$ cat src/hw/rtl/page_free_list_allocator_top_macros.svh
// ----------------------------------------------------------------------------
// Page free list allocator assertion macros
// Assertion helpers used by the allocator datapath; empty under synthesis.
// ----------------------------------------------------------------------------
`ifndef PAGE_FREE_LIST_ALLOCATOR_TOP_MACROS_SVH
`define PAGE_FREE_LIST_ALLOCATOR_TOP_MACROS_SVH
`ifndef SYNTHESIS
`define PFLA_ASSERT(lbl, clk, rstn, prop) \
    lbl: assert property (@(posedge clk) disable iff (!rstn) prop) \
        else $error("pfla assertion failed");
`define PFLA_NEVER(lbl, clk, rstn, expr) \
    `PFLA_ASSERT(lbl, clk, rstn, !(expr))
`else
`define PFLA_ASSERT(lbl, clk, rstn, prop)
`define PFLA_NEVER(lbl, clk, rstn, expr)
`endif
`endif

$ cat src/hw/rtl/pfla_pkg.sv
// ----------------------------------------------------------------------------
// Page free list allocator package
// Sizes, result codes, controller states and the control bundles.
// ----------------------------------------------------------------------------
package pfla_pkg;

    localparam int MAX_PAGES  = 8192;
    localparam int INIT_PAGES = 2560;
    localparam int INIT_EFF   = (INIT_PAGES > MAX_PAGES) ? MAX_PAGES : INIT_PAGES;

    localparam int PAGE_W  = 13;
    localparam int ADDR_W  = $clog2(MAX_PAGES);
    localparam int COUNT_W = $clog2(MAX_PAGES + 1);
    localparam int CMP_W   = (PAGE_W > COUNT_W) ? PAGE_W : COUNT_W;

    typedef enum logic [1:0] {
        ST_OK      = 2'd0,
        ST_FULL    = 2'd1,
        ST_BADPAGE = 2'd2
    } status_t;

    typedef enum logic [2:0] {
        S_INIT,
        S_IDLE,
        S_EXEC,
        S_GROW,
        S_DELIVER
    } state_t;

    typedef struct packed {
        logic accept;
        logic exec;
        logic walk_step;
        logic out_load;
        logic out_from_hold;
    } dp_cmd_t;

    typedef struct packed {
        logic grow_start;
        logic walk_last;
        logic out_free;
    } dp_sts_t;

endpackage

$ cat src/hw/rtl/pfla_ctrl.sv
// ----------------------------------------------------------------------------
// Page free list allocator controller
// Sequences the initial chain walk, each operation, growth and result delivery.
// ----------------------------------------------------------------------------
module pfla_ctrl import pfla_pkg::*; (
    input  logic    aclk,
    input  logic    aresetn,
    input  logic    s_valid,
    output logic    s_ready,
    input  dp_sts_t sts,
    output dp_cmd_t cmd
);

    state_t state_reg;
    state_t state_next;

    always_ff @(posedge aclk) begin
        if (!aresetn) begin
            state_reg <= S_INIT;
        end else begin
            state_reg <= state_next;
        end
    end

    always_comb begin
        state_next = state_reg;
        case (state_reg)
            S_INIT: begin
                if (sts.walk_last) begin
                    state_next = S_IDLE;
                end
            end
            S_IDLE: begin
                if (s_valid) begin
                    state_next = S_EXEC;
                end
            end
            S_EXEC: begin
                if (sts.grow_start) begin
                    state_next = S_GROW;
                end else if (sts.out_free) begin
                    state_next = S_IDLE;
                end else begin
                    state_next = S_DELIVER;
                end
            end
            S_GROW: begin
                if (sts.walk_last) begin
                    state_next = S_DELIVER;
                end
            end
            S_DELIVER: begin
                if (sts.out_free) begin
                    state_next = S_IDLE;
                end
            end
            default: state_next = S_INIT;
        endcase
    end

    always_comb begin
        s_ready           = 1'b0;
        cmd               = '0;
        case (state_reg)
            S_INIT: begin
                cmd.walk_step = 1'b1;
            end
            S_IDLE: begin
                s_ready    = 1'b1;
                cmd.accept = s_valid;
            end
            S_EXEC: begin
                cmd.exec     = 1'b1;
                cmd.out_load = !sts.grow_start && sts.out_free;
            end
            S_GROW: begin
                cmd.walk_step = 1'b1;
            end
            S_DELIVER: begin
                cmd.out_load      = sts.out_free;
                cmd.out_from_hold = 1'b1;
            end
            default: begin
                s_ready = 1'b0;
            end
        endcase
    end

endmodule

$ cat config.mk
export PLATFORM = sky130hd
export DESIGN_NAME = pfla_ctrl
export DESIGN_NICKNAME = d
export VERILOG_FILES = /design/src/hw/rtl/page_free_list_allocator_top_macros.svh /design/src/hw/rtl/pfla_pkg.sv /design/src/hw/rtl/pfla_ctrl.sv
export SDC_FILE = /design/constraint.sdc
export NUM_CORES = 1
export LEC_CHECK = 0
export ABC_CLOCK_PERIOD_IN_PS = 1300
export BUFFER_PORTS_ARGS = -buffer_cell sky130_fd_sc_hd__buf_4
export CAP_MARGIN = 40
export CORE_AREA = 2 2 39 41
export CTS_BUF_LIST = sky130_fd_sc_hd__clkbuf_8
export DETAILED_ROUTE_END_ITERATION = 10
export DIE_AREA = 0 0 41 43
export GPL_ROUTABILITY_DRIVEN = 1
export PLACE_DENSITY = 0.42
export SYNTH_ARGS = -nofsm -noshare
export SYNTH_HDL_FRONTEND = slang
export SYNTH_SLANG_ARGS = --single-unit
$ cat constraint.sdc
create_clock -name aclk -period 1.3 [get_ports aclk]
set_input_delay 0.13 -clock aclk [delete_from_list [all_inputs] [get_ports aclk]]
set_output_delay 0.13 -clock aclk [all_outputs]
set_load 0.02 [all_outputs]
=== Word-level counts from Yosys, hierarchy flattened ===
Cells that the tools add are included.

* Word-level logic and storage cells: 27
* Output and inout port bits: 6
* Input port bits: 6
* Register bits: 3

* Mux-type cells: 13
* Equal/unequal tests: 8
* Reductions and logical operators: 5

{| class="wikitable"
|+ Operator list
! cell !! count
|-
| 3-bit 2-to-1 mux || 6
|-
| 3-bit one-hot mux with 5 select lines || 1
|-
| 2-bit != test (second input constant) || 4
|-
| 3-bit by 2-bit == test with 1-bit output (second input constant) || 2
|-
| 1-bit 2-to-1 mux || 5
|-
| 4-bit AND reduction || 1
|-
| 3-bit by 1-bit == test with 1-bit output (second input constant) || 1
|-
| 3-bit == test (second input constant) || 1
|-
| 3-bit zero test || 1
|-
| 1-bit one-hot mux with 2 select lines || 1
|-
| 2-bit OR reduction || 1
|-
| 1-bit logical AND || 1
|-
| 1-bit zero test || 1
|}

=== Logic depth before layout (Yosys ltp) ===
* Depth in word-level cells: 3
* Mapped depth: 5
* Mapped depth without buffers: 4

=== Worst setup path before layout ===
No wires, ideal clock.

* Kind: register -> output
* Start: reg state_reg[0]
* End: out cmd[4] (netlist name)
* Arrival time: 1.378 ns
* Slack: -0.208 ns
* Cell stages (with the launch flop): 5
* Cell sequence: dfxtp_1 -> buf_6 -> inv_2 -> nor3_1 -> and2_1

{| class="wikitable"
|+ RTL lines
! what !! RTL line !! text
|-
| from (decl) || pfla_ctrl.sv:14 || <nowiki>state_t state_reg;</nowiki>
|-
| from (signal assigned) || pfla_ctrl.sv:21 || <nowiki>state_reg <= state_next;</nowiki>
|-
| to (decl) || pfla_ctrl.sv:11 || <nowiki>output dp_cmd_t cmd</nowiki>
|}

==> metrics.yaml <==
global_routing:
  grt.total_usage_pct: 9.03
  grt_max_degree: 9
  grt_pass1_wl_mm: 1.03
  overflow: 0
  grt_antenna_before_repair: 0
  grt_pass1_vias: 259
sta:
  max_slew_margin_pct: 83.4
  finClkSkew_ps: 5.18
  min_period_ps: 1250
  clock.fmax_mhz: 801
  finalSetupViolations: 0
  worstMarginPinSlew_ps: 249
  drv_slew: 0
  finalCritPeriodShare_pct: 96.0
  holdWs_ps: 190
  finalHoldViolations: 0
cts:
  cts_root_buffer: "clkbuf_8"
  path_clk_slew_ps: 30
  cts_hold_buf: 0
  cts_buffers: 3
  tritoncts: "done"
  clock_sinks: 3
  htreeDepth: 1
  insertion_delay_ps: 210
  cts_max_path_buffers: 2
setup_path:
  reg2reg_to: "state_reg[0]$_SDFFE_PN0P_"
  critPathKind: "flop to output port"
  cp-end-kind: "output port"
  crit_path_max_fanout: 8
  regToRegSetupSlack_ps: 80
  setup.worst_path.start: "state_reg[0]$_SDFFE_PN0P_"
  cp.required_ps: 1170
  startpoint_type: "flop"
  r2r_cells: 5
  rr_startpoint: "state_reg[0]$_SDFFE_PN0P_"
  cp.arrival_ps: 1120
synth:
  synth_cell_types: 21
  syn_area_sq_um: 265
  synth-seq-cells: 3
  ys_seq_area_share_pct: 22.6
  synth-warning-count: 0
  yosys-top-cells-area: "dfxtp_1 (23%), mux2i_1 (11%), nor3_1 (5.7%)"
  synth_compound_gate_area_share_pct: 22.2
  synth_top_family_by_area: "simple AND/OR/NAND/NOR gates"
  synth_fp_nets: 39
  syn-instance-count: 33
  synth.area.mux_share_pct: 11.3
  yosysTopAreaCellShare_pct: 22.6
  synthAdderAreaFrac_pct: 0
  postSynthAreaPerCell_sq_um: 8.04
  synth_xor_area_share_pct: 3.30
  synth_simple_gate_area_share_pct: 31.6
  synth_top_area_cell: "dfxtp_1"
placement:
  io_buffers: 11
  dp_cells: 62
  place_area_sq_um: 387
  dp_hpwl_microns: 503
  gp_congestion: 0.685
routing:
  vias: 295
  wire_per_inst_microns: 9.83
  antenna_left: 0
  first_iter_violations: 5
  drc: 0
  vias_per_cell: 4.28
  wl_microns: 678
  drt_pass1_iterations: 2
final_layout:
  largest_reg_flops: 3
  antenna_cells: 0
  nFillCells: 149
  drive_above_1_share_pct: 60.4
  regArea_sq_um: 68.8
  layoutNonFillerInstCount: 69
  areaGrowthSynthToFinish_pct: 88.7
  layout_common_cells: "buf_4 (15), nor2_1 (4), mux2i_1 (3), clkbuf_8 (3), buf_6 (3)"
  multi_input_area_sq_um: 213
  mostFrequentLayoutCell: "buf_4"
  final_area_sq_um: 500
  layout.nets: 60
pwr:
  peakVddDrop_mv: 0.920
  p_leak_nw: 0.221
  power_density_nw_per_um2: 1580
floorplan:
  row_count: 14
  dieHeight_microns: 43
  start_util_pct: 19.2
  coreArea_sq_um: 1380
  die_w_microns: 41
  ios: 12
  die_area_sq_um: 1760
min_path:
  hold_class: "primary input to flop"
  min_to: "state_reg[2]$_SDFFE_PN0P_"
  hold_depth: 3
  worstHoldStart: "aresetn"
outcome:
  status: "complete, no violations"
flow_run:
  cap_violations: 0
## per-layer routing
metal	global-route usage, %	part of all wire, %	up-vias
met1	9.94	40	131
met4	2.00	0	0
met5	0	0	-
met2	12.8	51	10
met3	7.85	9.1	0
li1	-	-	154
## worst max-delay path, cell delays in order (launching register included)
cell     delay (ps)
dfxtp_4         370
buf_6           130
nor3_4          150
o21a_1          130
buf_6           110
## cells in the mapped netlist, drive strengths merged
library cell,count
nor2,4
a21oi,3
dfxtp,3
mux2i,3
nor3,3
buf,2
inv,2
nand2b,2
o21a,2
o21ai,2
a2111oi,1
and2,1
nand2,1
nand3,1
nor2b,1
nor3b,1
xor2,1
## worst max path at each step
stage,endpoint,slack [ps],depth (start not counted)
2_1_floorplan,state_reg[0]$_SDFFE_PN0P_,-20,5
3_3_place_gp,cmd[1],60,4
3_5_place_dp,state_reg[0]$_SDFFE_PN0P_,70,4
4_1_cts,cmd[1],6,3
5_1_grt,state_reg[0]$_SDFFE_PN0P_,-5,5
6_report,cmd[1],50,4
## what timing repair did
action,4_1_cts,5_1_grt
endpoints found under the setup margin,4,3
endpoints found under the hold margin,0,0
pin swaps,0,1
gates resized for setup,5,8
buffers inserted,0,3
## through the flow
step	setup WS [ps]	TNS, ps	power [W]	util (%)
after CTS	5.96	0	0.000731	32.4
after detailed placement	69.5	0	0.000449	27.9
after floorplan	-21.7	-21.7	0.000351	-
final	51.6	0	0.000791	36.2
after global routing	-5.05	-5.76	0.000844	36.2
after global placement	58.2	0	0.000450	27.9
## cells by family (layout without fill, tap and decap cells)
| family | Yosys count | after routing |
|---|---|---|
| simple gates | 14 | 14 |
| compound gates | 8 | 8 |
| buf+inv | 4 | 24 |
| mux | 3 | 3 |
| flops | 3 | 3 |
| xor+xnor | 1 | 1 |
## where the power goes
group          leakage [nW]  switching, W  internal [W]
logic                 0.167      0.000169      0.000198
registers            0.0264     0.0000463      0.000118
clock network        0.0269     0.0000589      0.000201
total                 0.221      0.000275      0.000516
## cell type report
cell class | count | area share (%)
Clock buffer | 3 | 8.25
Tap cell | 16 | 4.00
Inverter | 2 | 1.50
Sequential cell | 3 | 13.8
Timing Repair Buffer | 18 | 29.2
Clock inverter | 1 | 0.750
Multi-Input combinational cell | 26 | 42.5
Note: power is estimated with default switching activity, not from simulation.
